`config.mk`:
```
export PLATFORM = sky130hd
export DESIGN_NAME = cal_seq
export DESIGN_NICKNAME = d
export VERILOG_FILES = /design/src/sv/cal_pkg.sv /design/src/sv/cal_seq.sv
export SDC_FILE = /design/constraint.sdc
export NUM_CORES = 1
export LEC_CHECK = 0
export BUFFER_PORTS_ARGS = -buffer_cell sky130_fd_sc_hd__clkbuf_2
export CELL_PAD_IN_SITES_DETAIL_PLACEMENT = 1
export CELL_PAD_IN_SITES_GLOBAL_PLACEMENT = 1
export CORE_ASPECT_RATIO = 0.9
export CORE_UTILIZATION = 38
export CTS_BUF_LIST = sky130_fd_sc_hd__clkbuf_16
export CTS_CLUSTER_DIAMETER = 100
export DETAILED_ROUTE_END_ITERATION = 6
export GPL_TIMING_DRIVEN = 0
export HOLD_SLACK_MARGIN = 0.02
export PLACE_DENSITY_LB_ADDON = 0.1
export SETUP_SLACK_MARGIN = 0.05
export SLEW_MARGIN = 20
export SYNTH_ARGS = -nofsm -noshare
export SYNTH_HDL_FRONTEND = slang
export SYNTH_SLANG_ARGS = --single-unit
```
`constraint.sdc`:
```
create_clock -name clk -period 3.65 [get_ports clk]
set_input_delay 0 -clock clk [delete_from_list [all_inputs] [get_ports clk]]
set_output_delay 0 -clock clk [all_outputs]
set_load 0.01 [all_outputs]
```
`src/sv/cal_pkg.sv`:
```
`default_nettype none

package cal_pkg;

	// operation codes
	localparam logic [3:0] OP_INS_BEFORE = 4'd0;
	localparam logic [3:0] OP_INS_AFTER  = 4'd1;
	localparam logic [3:0] OP_DELETE     = 4'd2;
	localparam logic [3:0] OP_PREV       = 4'd3;
	localparam logic [3:0] OP_NEXT       = 4'd4;
	localparam logic [3:0] OP_FIRST      = 4'd5;
	localparam logic [3:0] OP_LAST       = 4'd6;
	localparam logic [3:0] OP_READ_CUR   = 4'd7;
	localparam logic [3:0] OP_WRITE_CUR  = 4'd8;
	localparam logic [3:0] OP_READ_AT    = 4'd9;
	localparam logic [3:0] OP_WRITE_AT   = 4'd10;

	// status codes
	localparam logic [2:0] ST_OK        = 3'd0;
	localparam logic [2:0] ST_EMPTY     = 3'd1;
	localparam logic [2:0] ST_BAD_INDEX = 3'd2;
	localparam logic [2:0] ST_FULL      = 3'd3;
	localparam logic [2:0] ST_REFUSED   = 3'd4;

	// request payload
	typedef struct packed {
		logic [3:0]  operation;
		logic [31:0] value;
		logic [9:0]  position;
	} req_t;

	// result payload
	typedef struct packed {
		logic [31:0] read_data;
		logic [2:0]  status;
		logic [10:0] element_count;
		logic [9:0]  cursor_pos;
	} rsp_t;

endpackage

`default_nettype wire

```
`src/sv/cal_seq.sv`:
```
`default_nettype none

// list sequencer: decodes requests, keeps count and cursor, runs the shift loops
module cal_seq import cal_pkg::*; #(
	parameter int DEPTH      = 1024,
	parameter int DATA_WIDTH = 32
) (
	input  logic                     clk,
	input  logic                     arst_n,
	input  logic                     in_valid,
	output logic                     in_ready,
	input  req_t                     in_req,
	output logic                     out_valid,
	input  logic                     out_ready,
	output rsp_t                     out_rsp,
	output logic                     mem_wr_en,
	output logic [$clog2(DEPTH)-1:0] mem_wr_addr,
	output logic [DATA_WIDTH-1:0]    mem_wr_data,
	output logic                     mem_rd_en,
	output logic [$clog2(DEPTH)-1:0] mem_rd_addr,
	input  logic [DATA_WIDTH-1:0]    mem_rd_data
);

	localparam int AW   = $clog2(DEPTH);
	localparam int CW   = $clog2(DEPTH + 1);
	localparam int CMPW = (CW > 10) ? CW : 10;

	localparam logic [2:0] S_IDLE = 3'd0;
	localparam logic [2:0] S_UP   = 3'd1;
	localparam logic [2:0] S_SLOT = 3'd2;
	localparam logic [2:0] S_DOWN = 3'd3;
	localparam logic [2:0] S_READ = 3'd4;
	localparam logic [2:0] S_DONE = 3'd5;

	logic [2:0]            state_q, state_d;
	logic [CW-1:0]         count_q, count_d;
	logic [AW-1:0]         cursor_q, cursor_d;
	logic [AW-1:0]         k_q, k_d;
	logic [AW-1:0]         slot_q, slot_d;
	logic [AW-1:0]         last_q, last_d;
	logic [DATA_WIDTH-1:0] val_q, val_d;
	logic [DATA_WIDTH-1:0] rd_q, rd_d;
	logic [2:0]            st_q, st_d;

	logic                  empty;
	logic [AW-1:0]         slot;
	logic [CW-1:0]         cursor_inc;
	logic                  pos_bad;

	// request-side helpers
	always_comb begin
		empty      = (count_q == '0);
		slot       = (in_req.operation == OP_INS_BEFORE) ? cursor_q : cursor_q + AW'(1);
		cursor_inc = CW'(cursor_q) + CW'(1);
		pos_bad    = (CMPW'(in_req.position) >= CMPW'(count_q));
	end

	// next state and memory control
	always_comb begin
		state_d     = state_q;
		count_d     = count_q;
		cursor_d    = cursor_q;
		k_d         = k_q;
		slot_d      = slot_q;
		last_d      = last_q;
		val_d       = val_q;
		rd_d        = rd_q;
		st_d        = st_q;
		in_ready    = 1'b0;
		out_valid   = 1'b0;
		mem_wr_en   = 1'b0;
		mem_wr_addr = '0;
		mem_wr_data = '0;
		mem_rd_en   = 1'b0;
		mem_rd_addr = '0;

		case (state_q)
			S_IDLE: begin
				in_ready = 1'b1;
				if (in_valid) begin
					st_d    = ST_OK;
					rd_d    = '0;
					val_d   = DATA_WIDTH'(in_req.value);
					state_d = S_DONE;
					case (in_req.operation)
						OP_INS_BEFORE, OP_INS_AFTER: begin
							if (count_q == CW'(DEPTH)) begin
								st_d = ST_FULL;
							end else if (empty) begin
								mem_wr_en   = 1'b1;
								mem_wr_addr = '0;
								mem_wr_data = DATA_WIDTH'(in_req.value);
								count_d     = CW'(1);
								cursor_d    = '0;
							end else begin
								count_d = count_q + CW'(1);
								if (in_req.operation == OP_INS_BEFORE) begin
									cursor_d = cursor_q + AW'(1);
								end
								if (CW'(slot) == count_q) begin
									// appending behind the last entry, nothing to move
									mem_wr_en   = 1'b1;
									mem_wr_addr = slot;
									mem_wr_data = DATA_WIDTH'(in_req.value);
								end else begin
									mem_rd_en   = 1'b1;
									mem_rd_addr = AW'(count_q - CW'(1));
									k_d         = AW'(count_q);
									slot_d      = slot;
									state_d     = S_UP;
								end
							end
						end
						OP_DELETE: begin
							if (empty) begin
								st_d = ST_EMPTY;
							end else begin
								count_d = count_q - CW'(1);
								if (count_q == CW'(1)) begin
									cursor_d = '0;
								end else if (cursor_inc >= count_q) begin
									cursor_d = AW'(count_q - CW'(2));
								end
								if (cursor_inc < count_q) begin
									mem_rd_en   = 1'b1;
									mem_rd_addr = cursor_q + AW'(1);
									k_d         = cursor_q;
									last_d      = AW'(count_q - CW'(1));
									state_d     = S_DOWN;
								end
							end
						end
						OP_PREV: begin
							if (empty || cursor_q == '0) begin
								st_d = ST_REFUSED;
							end else begin
								cursor_d = cursor_q - AW'(1);
							end
						end
						OP_NEXT: begin
							if (empty || cursor_inc >= count_q) begin
								st_d = ST_REFUSED;
							end else begin
								cursor_d = cursor_q + AW'(1);
							end
						end
						OP_FIRST: begin
							if (empty) begin
								st_d = ST_EMPTY;
							end else begin
								cursor_d = '0;
							end
						end
						OP_LAST: begin
							if (empty) begin
								st_d = ST_EMPTY;
							end else begin
								cursor_d = AW'(count_q - CW'(1));
							end
						end
						OP_READ_CUR: begin
							if (empty) begin
								st_d = ST_EMPTY;
							end else begin
								mem_rd_en   = 1'b1;
								mem_rd_addr = cursor_q;
								state_d     = S_READ;
							end
						end
						OP_WRITE_CUR: begin
							if (empty) begin
								st_d = ST_EMPTY;
							end else begin
								mem_wr_en   = 1'b1;
								mem_wr_addr = cursor_q;
								mem_wr_data = DATA_WIDTH'(in_req.value);
							end
						end
						OP_READ_AT: begin
							if (pos_bad) begin
								st_d = ST_BAD_INDEX;
							end else begin
								mem_rd_en   = 1'b1;
								mem_rd_addr = AW'(in_req.position);
								state_d     = S_READ;
							end
						end
						OP_WRITE_AT: begin
							if (pos_bad) begin
								st_d = ST_BAD_INDEX;
							end else begin
								mem_wr_en   = 1'b1;
								mem_wr_addr = AW'(in_req.position);
								mem_wr_data = DATA_WIDTH'(in_req.value);
							end
						end
						default: begin
							st_d = ST_OK;
						end
					endcase
				end
			end
			// move entry k-1 up to k, fetch the next one while writing
			S_UP: begin
				mem_wr_en   = 1'b1;
				mem_wr_addr = k_q;
				mem_wr_data = mem_rd_data;
				if (k_q - AW'(1) != slot_q) begin
					mem_rd_en   = 1'b1;
					mem_rd_addr = k_q - AW'(2);
					k_d         = k_q - AW'(1);
				end else begin
					state_d = S_SLOT;
				end
			end
			// place the new word in the opened slot
			S_SLOT: begin
				mem_wr_en   = 1'b1;
				mem_wr_addr = slot_q;
				mem_wr_data = val_q;
				state_d     = S_DONE;
			end
			// move entry k+1 down to k
			S_DOWN: begin
				mem_wr_en   = 1'b1;
				mem_wr_addr = k_q;
				mem_wr_data = mem_rd_data;
				if (k_q + AW'(1) < last_q) begin
					mem_rd_en   = 1'b1;
					mem_rd_addr = k_q + AW'(2);
					k_d         = k_q + AW'(1);
				end else begin
					state_d = S_DONE;
				end
			end
			S_READ: begin
				rd_d    = mem_rd_data;
				state_d = S_DONE;
			end
			// hand the result to the output register
			S_DONE: begin
				out_valid = 1'b1;
				if (out_ready) begin
					state_d = S_IDLE;
				end
			end
			default: begin
				state_d = S_IDLE;
			end
		endcase
	end

	// result word
	always_comb begin
		out_rsp.read_data     = 32'(rd_q);
		out_rsp.status        = st_q;
		out_rsp.element_count = 11'(count_q);
		out_rsp.cursor_pos    = (count_q == '0) ? 10'd0 : 10'(cursor_q);
	end

	// control state
	always_ff @(posedge clk or negedge arst_n) begin
		if (!arst_n) begin
			state_q  <= S_IDLE;
			count_q  <= '0;
			cursor_q <= '0;
		end else begin
			state_q  <= state_d;
			count_q  <= count_d;
			cursor_q <= cursor_d;
		end
	end

	// working registers
	always_ff @(posedge clk) begin
		k_q    <= k_d;
		slot_q <= slot_d;
		last_q <= last_d;
		val_q  <= val_d;
		rd_q   <= rd_d;
		st_q   <= st_d;
	end

endmodule

`default_nettype wire

```
Word level (Yosys, flattened, before mapping)
Index checks and enable logic that the tools add are counted.
Widths: inputs -> output; s select.
- logic and storage cells: 182
- bits of input ports: 82
- register bits: 121
- output and inout bits: 112
- reduce and logical (&&, ||, !) cells: 24
- muxes and demuxes: 93
- magnitude comparators: 4
- add/sub/neg operators: 10
- equality and inequality tests: 39
- bitwise operators: 3
- operator list (cell ; number):
    $mux 10 ; 33
    $mux 32 ; 7
    $pmux 32 s3 ; 2
    $pmux 10 s3 ; 4
    $pmux 32 s2 ; 1
    $pmux 10 s6 ; 1
    $pmux 10 s4 ; 1
    $mux 11 ; 3
    $mux 3 ; 11
    $pmux 3 s5 ; 2
    $ne 2x2->1 const B ; 12
    $pmux 11 s2 ; 1
    $ne 3x3->1 const B ; 7
    $add 10x1->10 const B ; 2
    $pmux 10 s2 ; 1
    $sub 10x1->10 const B ; 2
    $sub 10x2->10 const B ; 2
    $mux 1 ; 19
    $eq 4x3->1 const B ; 4
    $eq 4x4->1 const B ; 3
    $pmux 3 s4 ; 1
    $add 10x1->11 const B ; 1
    $add 11x1->11 const B ; 1
    $eq 10x11->1 ; 1
    37 further kinds ; 51

Depth between registers and ports, before layout
Gate-level depths: netlist of the first run.
- depth in word-level cells: 9
- mapped depth: 15

Worst setup path after synthesis of the first run
OpenSTA, ideal clock, no wires.
- path kind: register to register
- start point: register cursor_q[0]
- end point: register k_q[0], enable pin
- slack: -0.089 ns
- required time: 3.259 ns
- setup time: 0.391 ns
- stages on the path, launching flop included: 13
- buffers on the path: 1
- data arrival time: 3.348 ns
- cells stage by stage: dfrtp_1 -> ha_1 -> buf_2 -> nand3_1 -> xnor2_1 -> ha_1 -> a211oi_1 -> nand2_1 -> o2111ai_1 -> a21oi_1 -> or3_1 -> and2_1 -> o21ai_0
- cells in the longest elaborated chain, start to end: 5
- elaborated cells on any way between the ends: 8
- those cells by class: 2 x add/sub; 1 x order compare; 3 x eq/ne; 1 x mux; 1 x reduce/logical
- RTL lines (what ; RTL line ; source):
    start, declared ; cal_seq.sv:37 ; logic [AW-1:0] cursor_q, cursor_d;
    start signal, assigned ; cal_seq.sv:270 ; cursor_q <= cursor_d;
    parallel branches: the longest is 4 deep, another holds $add 10x1->11 ; - ;
    $reduce_and 10->1 (no line) (*) ; - ;
    end signal, assigned ; cal_seq.sv:276 ; k_q <= k_d;
    end, declared ; cal_seq.sv:38 ; logic [AW-1:0] k_q, k_d;
Mark *: on every way between the ends.
A chain may end at the register's enable or synchronous reset.

Worst setup path after layout of the first run
- start point: register cursor_q[0]
- end point: output mem_rd_addr[0]
- cells in the longest elaborated chain, start to end: 9
- elaborated cells on any way between the ends: 14
- those cells by class: 2 x add/sub; 1 x order compare; 1 x eq/ne; 10 x mux
- RTL lines (what ; RTL line ; source):
    parallel branches: the longest is 6 deep, another holds $add 10x1->11 ; - ;
    $pmux 10 s4 (*) ; cal_seq.sv:85 ; case (in_req.operation)
    $mux 10 (*) ; cal_seq.sv:80 ; if (in_valid) begin
    $pmux 10 s3 (*) ; cal_seq.sv:77 ; case (state_q)
    end, declared ; cal_seq.sv:20 ; output logic [$clog2(DEPTH)-1:0] mem_rd_addr,
Marked as above.

==> reports/results.tsv, run 1 <==
metric	value	unit
placed_cell_area	11000	um^2
reg2regPathDepth	10	
ys_async_sr_fraction	0.198	
antenna_found_initial	0	
htreeDepth	4	
drive_gt1_frac	0.320	
ys_ff_latch	121	
gp_congestion	0.954	
final_net_count	1567	
ios	194	
dr.pass1.iters	7	
power_frac_seq	0.209	
outcome	finished with violations	
worstPathMaxFanout	7	
power_switching	5.23	mW
drt-total-wl	46600	um
vdd_drop_max	0.000369	V
min_path_cells	3	
synth-edff-count	97	
clockPowerShare	0.163	
p_comb_frac	0.628	
grt_max_degree	33	
rsz0062_at_grt	true	
ys_seq_area_frac	0.366	
num_rows	54	
vias_per_cell	6.16	
violations	design-rule violations	
clock_skew	0.0139	ns
portBuffers	193	
end_kind	primary output	
startpoint_type	flip-flop	
slew_viol_final	0	
fmax	277	MHz
die_h	153	um
leakagePower	5.61	nW
hold_viol_final	0	
cts_made_buffers	17	
coreArea	24500	um^2
internal-power	5.52	mW
finalPower	10.8	mW
layout_common_cells	clkbuf_2 (197), edfxtp_1 (97), buf_4 (69), dlygate4sd3_1 (67), nor2_1 (64)	
gr-total-overflow	0	
dp_hpwl	32200	um
power.share.switching	0.487	
cts.sinks	121	
vias	11034	
start_util	0.391	
syn_nets	1230	
reg2reg_slack	0.13	ns
postRouteAntennaNets	0	
die_w	169	um
cts_buffer_depth	2	
hp-start	in_req[44]	
insertion_delay	0.44	ns
yosysWarnings	0	
max_slew.worst_pin.slew	1.02	ns
max_slew_margin	0.314	
fin_crit_sh	0.991	
syn_inst	1104	
maxCapViolCount	0	
period_needed	3.62	ns
cts_root_buffer	clkbuf_16	
synth.avg_cell_area	8.69	um^2
grt_pass1_vias	11219	
drt_iter0_drc	1383	
ys.flop_type	edfxtp_1	
wl_per_cell	26.0	um
critPathRequiredTime	3.65	ns
cts_tree	built	
holdCritPathClass	in -> reg	
drc_errors	1	
grt_use_total	0.357	
design_area	13700	um^2
dieArea	25900	um^2
arrival	3.62	ns
timing.rr.start	cursor_q[9]$_DFFE_PN0P_	
fin_ws	0.0340	ns
final_common_cell	clkbuf_2	
setup_viol	0	
grt_pass1_wl	69500	um
clk_pin_slew	0.07	ns
place_ws	-1.27	ns
r2r_end	k_q[1]$_DFFE_PP_	
syn-cell-area	9590	um^2
worstSetupPathType	reg -> out	
min_to	slot_q[1]$_DFFE_PP_	
p_per_area	784	nW/um^2
syn_to_final_growth	43.0	%
yosysUniqueCellTypes	79	
-- power by group through the flow --
| stage | Clock (mW) | Sequential (mW) | Combinational [mW] |
|---|---|---|---|
| floorplan | 0 | 2.27 | 3.17 |
| global placement | 0 | 2.26 | 5.15 |
| detailed placement | 0 | 2.27 | 5.27 |
| CTS | 1.76 | 2.20 | 6.18 |
| global route | 1.80 | 2.28 | 7.14 |
| finish | 1.75 | 2.25 | 6.75 |
-- metal layers --
metal / vias to the layer above / share of wire / routed length [um] / GRT usage
met5: - / 0 / 0 / 0
met1: 5502 / 0.40 / 18800 / 0.457
met3: 132 / 0.080 / 3720 / 0.0634
met4: 0 / 0.039 / 1820 / 0.166
li1: 4816 / - / - / -
met2: 584 / 0.48 / 22300 / 0.583
-- final cells by class --
class,count,area (um^2)
well taps,336,420
plain buffers,83,518
repair buffers,326,2180
inverters,77,327
fillers,2862,10800
multi-input cells,815,6170
flip-flops and latches,121,3520
clock buffers,17,425
diodes,1,2.50
clock inverters,15,154
-- what timing repair did --
action | 4_1_cts | 5_1_grt
setup buffers | 49 | 15
cloned | 1 | 0
hold buffers | 67 | 0
endpoints found under the hold margin | 90 | 0
pin swaps | 18 | 26
resized for setup | 155 | 94
setup endpoints to repair | 109 | 69
-- how the worst max path moves through the flow --
stage          slack, ns                to               startpoint
3_3_place_gp       -1.19  k_q[9]$_DFFE_PP_  cursor_q[0]$_DFFE_PN0P_
5_1_grt            -0.01    mem_rd_addr[6]         k_q[4]$_DFFE_PP_
3_5_place_dp       -1.27  k_q[9]$_DFFE_PP_  cursor_q[0]$_DFFE_PN0P_
4_1_cts             0.04    mem_wr_addr[1]  cursor_q[0]$_DFFE_PN0P_
2_1_floorplan       0.17  k_q[0]$_DFFE_PP_         k_q[4]$_DFFE_PP_
6_report            0.03    mem_rd_addr[0]  cursor_q[0]$_DFFE_PN0P_
-- metrics by stage --
step,instances,utilization,setup TNS [ns],hold WS (ns)
2_1_floorplan,1104,-,0,-0.296
3_3_place_gp,1633,0.448,-44.23,0.113
3_5_place_dp,1634,0.449,-47.80,0.124
4_1_cts,1777,0.539,0,0.134
5_1_grt,1790,0.559,-0.0105,0.171
6_report,1791,0.559,0,0.162
-- synthesized netlist by cell type (20+ instances only) --
cell | instances | area share
nor2_1 | 69 | 0.027
xnor2_1 | 40 | 0.037
and3_1 | 48 | 0.031
inv_1 | 76 | 0.030
a22oi_1 | 53 | 0.041
dfrtp_1 | 24 | 0.063
o21ai_0 | 62 | 0.032
xor2_1 | 28 | 0.026
a21oi_1 | 55 | 0.029
nand3_1 | 38 | 0.020
a211oi_1 | 20 | 0.016
nor3_1 | 32 | 0.017
clkbuf_1 | 66 | 0.026
o21ai_1 | 31 | 0.016
ha_1 | 44 | 0.057
edfxtp_1 | 97 | 0.30
nand2_1 | 61 | 0.024
-- flip-flops by register name, indices dropped and copies added (netlist names) --
name and flops:
last_q 10, st_q 3, cursor_q 10, k_q 10
val_q 32, slot_q 10, rd_q 32, count_q 11
state_q 3
-- critical path, stage by stage (launching register included) --
cell and delay (ns):
dfrtp_2 0.41, ha_1 0.21, buf_6 0.15, nand2_4 0.11, nor3_1 0.06, xnor2_1 0.73
a2111oi_4 0.20, nand3_2 0.20, o211ai_2 0.14, or2_1 0.28, buf_6 0.15, o221ai_1 0.32
clkbuf_2 0.20
-- cell families after synthesis --
logic type      share of synthesized area
simple gates                        0.194
compound gates                      0.242
buf+inv                            0.0693
flops                               0.366
xor+xnor                           0.0621
fa+ha+maj                          0.0584
mux                               0.00822
(Power assumes the default switching activity.)
==> run 2, diff against run 1 <==
CORE_ASPECT_RATIO = 1.75   (was 0.9)
CTS_BUF_LIST = default   (was sky130_fd_sc_hd__clkbuf_16)
SETUP_SLACK_MARGIN = 0.5   (was 0.05)
==> reports/results.tsv, run 2 (synthesized netlist as in run 1, its figures left out) <==
metric	value	unit	change
power.share.switching	0.483		was 0.487
power_switching	5.89	mW	was 5.23 mW
end_kind	primary output		unchanged
fmax	259	MHz	was 277 MHz
max_slew_margin	0.193		was 0.314
crit_buf_inv	4		was 3
die_h	212	um	was 153 um
fin_ws	-0.211	ns	was 0.0340 ns
worstPathMaxFanout	6		was 7
vdd_drop_max	0.000415	V	was 0.000369 V
gr-total-overflow	0		unchanged
crit_path_cell_trace	buf_8, and3_4, nand3_4, xnor2_4, inv_2, ha_1, o21ai_1, nand2b_1, o2111ai_2, a21oi_2, nor3_4, clkbuf_8, a221oi_4, o21ai_1, a21o_1, clkbuf_2		was ha_1, buf_6, nand2_4, nor3_1, xnor2_1, a2111oi_4, nand3_2, o211ai_2, or2_1, buf_6, o221ai_1, clkbuf_2
drt_iter0_drc	933		was 1383
leakagePower	6.42	nW	was 5.61 nW
syn_to_final_growth	62.3	%	was 43.0%
slew_viol_final	0		unchanged
cts_buffer_depth	2		unchanged
dp_hpwl	35900	um	was 32200 um
worstSetupPathType	reg -> out		unchanged
insertion_delay	0.46	ns	was 0.44 ns
p_comb_frac	0.676		was 0.628
drc_errors	0		was 1
critPathRequiredTime	3.65	ns	about the same
holdCritPathClass	in -> async		was in -> reg
vias	12090		was 11.0k
timing.hold.ws	0.168	ns	was 0.162 ns
n_fill_cell	2777		was 2862
gp_congestion	0.982		was 0.954
ios	194		unchanged
die_w	122	um	was 169 um
coreArea	24700	um^2	was 24500 um^2
clockPowerShare	0.142		was 0.163
rsz0062_at_grt	true		unchanged
vias_per_cell	6.49		was 6.16
setup_viol	10		was 0
cts_root_buffer	clkbuf_16		unchanged
dr.pass1.iters	7		unchanged
grt_pass1_wl	76500	um	was 69500 um
clock_skew	0.00906	ns	was 0.0139 ns
cts.sinks	121		unchanged
cts_tree	built		unchanged
grt_use_total	0.415		was 0.357
crit_family	compound AO/OA/AOI/OAI gates		was XOR/XNOR gates
slowest_stage	a221oi_4		was xnor2_1
max_slew.worst_pin.slew	1.20	ns	was 1.02 ns
postRouteAntennaNets	0		unchanged
period_needed	3.86	ns	was 3.62 ns
dieArea	25900	um^2	about the same
p_per_area	783	nW/um^2	was 784 nW/um^2
internal-power	6.31	mW	was 5.52 mW
top_regs	rd_q x32, val_q x32, count_q x11		unchanged
num_rows	76		was 54
drt-total-wl	57800	um	was 46600 um
final_net_count	1664		was 1567
maxCapViolCount	0		unchanged
outcome	finished with violations		unchanged
wl_per_cell	31.0	um	was 26.0 um
cpPeakStageDelay	0.48	ns	was 0.73 ns
antenna_found_initial	0		unchanged
diodes	0		was 1
grt_max_degree	33		unchanged
final_common_cell	clkbuf_2		unchanged
fin_crit_sh	1.06		was 0.991
hold_viol_final	0		unchanged
clk_pin_slew	0.06	ns	was 0.07 ns
power_frac_seq	0.182		was 0.209
grt_pass1_vias	12160		was 11.2k
start_util	0.388		was 0.391
cts_made_buffers	17		unchanged
portBuffers	193		unchanged
arrival	3.86	ns	was 3.62 ns
violations	negative setup slack		was design-rule violations
startpoint_type	flip-flop		unchanged
drive_gt1_frac	0.438		was 0.320
fin_util	0.630		was 0.559
htreeDepth	4		unchanged
cp_common_cell	o21ai_1		was buf_6
layout_common_cells	clkbuf_2 (157), buf_4 (119), edfxtp_1 (97), dlygate4sd3_1 (67), nor2_1 (61)		was clkbuf_2 (197), edfxtp_1 (97), buf_4 (69), dlygate4sd3_1 (67), nor2_1 (64)
## run 2: cell count changes in the layout (fill, tap and decap cells not counted), moves of 19 or more
cell,delta
buf_4,+50
buf_2,+40
clkbuf_2,-40
o21ai_2,+34
buf_6,+22
o21ai_0,-20
o21ai_1,-19
## run 2: power by group through the flow
stage / Sequential, mW / Clock, mW / Combinational [mW]
after floorplan: 2.27 / 0 / 3.24
after detailed placement: 2.28 / 0 / 5.38
after global placement: 2.27 / 0 / 5.27
after global routing: 2.24 / 1.78 / 8.55
final: 2.22 / 1.73 / 8.24
after CTS: 2.19 / 1.72 / 6.89
## run 2: what timing repair did
action                                  CTS  global route
pin swaps                                43            69
setup buffers                            94            54
hold buffers                             67             0
hold endpoints to repair                 91             0
gates resized for setup                 253           285
gates cloned                              3             3
endpoints found under the setup margin  119           109
## run 2: per-layer routing
layer	GRT usage	wire, um	vias to the layer above
met5	0	0	-
met4	0.442	7080	0
met3	0.102	4620	393
met2	0.732	28600	791
met1	0.361	17600	5887
li1	-	-	5019
## run 2: area by class of cell
| type | count | area (um^2) | share of cell area |
|---|---|---|---|
| plain buffers | 91 | 706 | 0.0453 |
| clock buffers | 18 | 429 | 0.0276 |
| clock inverters | 14 | 151 | 0.00972 |
| inverters | 77 | 350 | 0.0225 |
| multi-input cells | 815 | 6930 | 0.445 |
| flip-flops and latches | 121 | 3520 | 0.226 |
| well taps | 312 | 390 | 0.0251 |
| repair buffers | 415 | 3090 | 0.198 |
## run 2: metrics by stage
step | std cells | setup WS, ns | cell area (um^2) | TNS, ns | power [mW]
5_1_grt | 1863 | -0.227 | 15600 | -1.49 | 12.6
4_1_cts | 1806 | 0.000537 | 14200 | 0 | 10.8
6_report | 1863 | -0.211 | 15600 | -0.845 | 12.2
3_5_place_dp | 1610 | -0.991 | 11100 | -55.69 | 7.66
2_1_floorplan | 1104 | 0.505 | 9670 | 0 | 5.51
3_3_place_gp | 1609 | -1.01 | 11000 | -57.17 | 7.55
## run 2: final timing paths
| kind | startpoint | endpoint | slack [ns] | cells after the start |
|---|---|---|---|---|
| setup reg to reg | cursor_q[0]$_DFFE_PN0P_ | last_q[1]$_DFFE_PP_ | 0.05 | 13 |
| hold reg to reg | count_q[4]$_DFFE_PN0P_ | count_q[4]$_DFFE_PN0P_ | 0.72 | 2 |
| hold / removal | arst_n | count_q[7]$_DFFE_PN0P_ | 0.17 | 2 |
| setup / recovery | cursor_q[1]$_DFFE_PN0P_ | mem_rd_addr[8] | -0.21 | 16 |
| min in group clk | in_req[45] | st_q[1]$_DFFE_PP_ | 0.22 | 4 |
| max in group asynchronous | arst_n | cursor_q[0]$_DFFE_PN0P_ | 2.90 | 2 |
==> run 3, diff against run 2 <==
CORE_UTILIZATION = 39   (was 38)
CTS_BUF_LIST = sky130_fd_sc_hd__clkbuf_4 sky130_fd_sc_hd__clkbuf_8   (was default)
==> reports/results.tsv, run 3 (synthesized netlist as in run 1, its figures left out) <==
metric	value	unit	change
leakagePower	5.95	nW	was 6.42 nW
grt_pass1_vias	11630		was 12.2k
stdcell_count	1821		was 1863
ios	194		unchanged
portBuffers	193		unchanged
fin_crit_sh	1.06		about the same
critPathRequiredTime	3.65	ns	about the same
htreeDepth	4		unchanged
die_h	209	um	was 212 um
grt_use_total	0.408		was 0.415
top_regs	rd_q x32, val_q x32, count_q x11		unchanged
coreArea	24000	um^2	was 24700 um^2
arrival	3.86	ns	about the same
timing.rr.start	cursor_q[0]$_DFFE_PN0P_		unchanged
place_ws	-0.956	ns	was -0.991 ns
end_kind	primary output		unchanged
reg2reg_slack	0.16	ns	was 0.05 ns
cts_root_buffer	clkbuf_8		was clkbuf_16
crit_path_start	k_q[0]$_DFFE_PP_		was cursor_q[1]$_DFFE_PN0P_
drive_gt1_frac	0.380		was 0.438
vias	11352		was 12.1k
crit_family	compound AO/OA/AOI/OAI gates		unchanged
layout_common_cells	clkbuf_2 (193), buf_4 (105), edfxtp_1 (97), dlygate4sd3_1 (67), nor2_1 (63)		was clkbuf_2 (157), buf_4 (119), edfxtp_1 (97), dlygate4sd3_1 (67), nor2_1 (61)
insertion_delay	0.53	ns	was 0.46 ns
dr.pass1.iters	7		unchanged
n_fill_cell	2767		was 2777
crit_buf_inv	4		unchanged
die_w	121	um	was 122 um
max_slew.worst_pin.slew	1.08	ns	was 1.20 ns
vias_per_cell	6.23		was 6.49
crit_end	mem_rd_addr[2]		was mem_rd_addr[8]
crit_path_cell_trace	buf_4, ha_4, and3_4, and3_4, xor2_2, ha_1, o21ai_1, nor2_2, a211oi_4, buf_4, buf_6, nand3_4, nand2_1, o21ai_0, o221ai_2, buf_2		was buf_8, and3_4, nand3_4, xnor2_4, inv_2, ha_1, o21ai_1, nand2b_1, o2111ai_2, a21oi_2, nor3_4, clkbuf_8, a221oi_4, o21ai_1, a21o_1, clkbuf_2
vdd_drop_max	0.000378	V	was 0.000415 V
holdCritPathClass	in -> reg		was in -> async
cts_buffer_depth	2		unchanged
syn_to_final_growth	50.4	%	was 62.3%
reg2regPathDepth	15		was 13
dp_hpwl	35400	um	was 35900 um
worstPathMaxFanout	6		unchanged
worstSetupPathType	reg -> out		unchanged
drc_errors	0		unchanged
dieArea	25300	um^2	was 25900 um^2
gp_congestion	1.00		was 0.982
r2r_end	cursor_q[8]$_DFFE_PN0P_		was last_q[1]$_DFFE_PP_
cts_tree	built		unchanged
slew_viol_final	0		unchanged
dp.cells	1606		was 1610
maxCapViolCount	0		unchanged
postRouteAntennaNets	0		unchanged
cts_made_buffers	17		unchanged
design_area	14400	um^2	was 15600 um^2
drt_iter0_drc	798		was 933
violations	negative setup slack		unchanged
rsz0062_at_grt	true		unchanged
fmax	259	MHz	about the same
clock_skew	0.0171	ns	was 0.00906 ns
period_needed	3.86	ns	about the same
gr-total-overflow	0		unchanged
num_rows	75		was 76
setup_viol	17		was 10
max_slew_margin	0.273		was 0.193
cpPeakStageDelay	0.44	ns	was 0.48 ns
clk_pin_slew	0.09	ns	was 0.06 ns
grt_pass1_wl	73600	um	was 76500 um
slowest_stage	edfxtp_1		was a221oi_4
wl_per_cell	28.9	um	was 31.0 um
startpoint_type	flip-flop		unchanged
outcome	finished with violations		unchanged
cp.depth	16		unchanged
fin_ws	-0.206	ns	was -0.211 ns
p_per_area	752	nW/um^2	was 783 nW/um^2
start_util	0.399		was 0.388
final_common_cell	clkbuf_2		unchanged
cts.sinks	121		unchanged
placed_cell_area	11000	um^2	was 11100 um^2
hold_viol_final	0		unchanged
final_net_count	1625		was 1664
drt-total-wl	52600	um	was 57800 um
grt_max_degree	33		unchanged
antenna_found_initial	1		was 0
[run 3: cell count changes in the layout (fill, tap and decap cells not counted), sizes merged]
cell	delta
buf	-70
bufinv	+1
diode	+1
clkbuf	+31
inv	+5
clkinv	-2
clkinvlp	-4
[run 3: final cells by class]
type / instances / area [um^2] / share of cell area
timing repair buffer: 376 / 2610 / 0.181
multi-input combinational: 815 / 6500 / 0.450
antenna: 1 / 2.50 / 0.000173
clock buffer: 18 / 241 / 0.0167
buffer: 91 / 668 / 0.0463
inverter: 77 / 327 / 0.0226
tap: 308 / 385 / 0.0267
clock inverter: 14 / 175 / 0.0121
sequential: 121 / 3520 / 0.244
[run 3: what timing repair did]
action	4_1_cts	5_1_grt
setup buffers	77	35
cloned	1	1
hold buffers	67	0
pin swaps	52	39
resized for setup	234	106
hold endpoints to repair	91	0
endpoints found under the setup margin	119	107
[run 3: worst min-delay path by stage]
stage | startpoint | to | slack [ns] | cells past startpoint
2_1_floorplan | arst_n | count_q[0]$_DFFE_PN0P_ | -0.30 | 0
3_3_place_gp | arst_n | count_q[10]$_DFFE_PN0P_ | 0.12 | 1
3_5_place_dp | arst_n | count_q[3]$_DFFE_PN0P_ | 0.13 | 1
4_1_cts | in_req[44] | slot_q[1]$_DFFE_PP_ | 0.03 | 3
5_1_grt | in_req[42] | slot_q[1]$_DFFE_PP_ | 0.06 | 3
6_report | in_req[44] | slot_q[1]$_DFFE_PP_ | 0.05 | 3
[run 3: routing by layer]
metal | vias to the layer above | track usage | part of all wire | wire length [um]
met3 | 273 | 0.0940 | 0.066 | 3490
met4 | 0 | 0.434 | 0.12 | 6520
li1 | 4934 | - | - | -
met5 | - | 0 | 0 | 0
met1 | 5505 | 0.366 | 0.31 | 16300
met2 | 640 | 0.713 | 0.50 | 26300
[run 3: worst min-delay path, delay by kind of cell]
family | cells | cell delay [ns]
simple gates | 1 | 0.09
buf+inv | 1 | 0.11
mux | 1 | 0.24
[run 3: through the flow]
| stage | hold WS (ns) | TNS (ns) | util | power (mW) |
|---|---|---|---|---|
| finish | 0.0494 | -1.64 | 0.601 | 10.9 |
| global route | 0.0643 | -3.88 | 0.600 | 11.2 |
| CTS | 0.0350 | -0.162 | 0.572 | 10.2 |
| detailed placement | 0.125 | -54.04 | 0.460 | 7.62 |
| global placement | 0.121 | -55.73 | 0.459 | 7.52 |
| floorplan | -0.296 | 0 | - | 5.51 |
[run 3: where the power goes]
part           leakage (nW)  internal [mW]  switching [mW]
clock                 0.193          0.683           0.664
combinational          4.55           2.85            4.46
sequential             1.21           2.00           0.199
total                  5.95           5.53            5.32
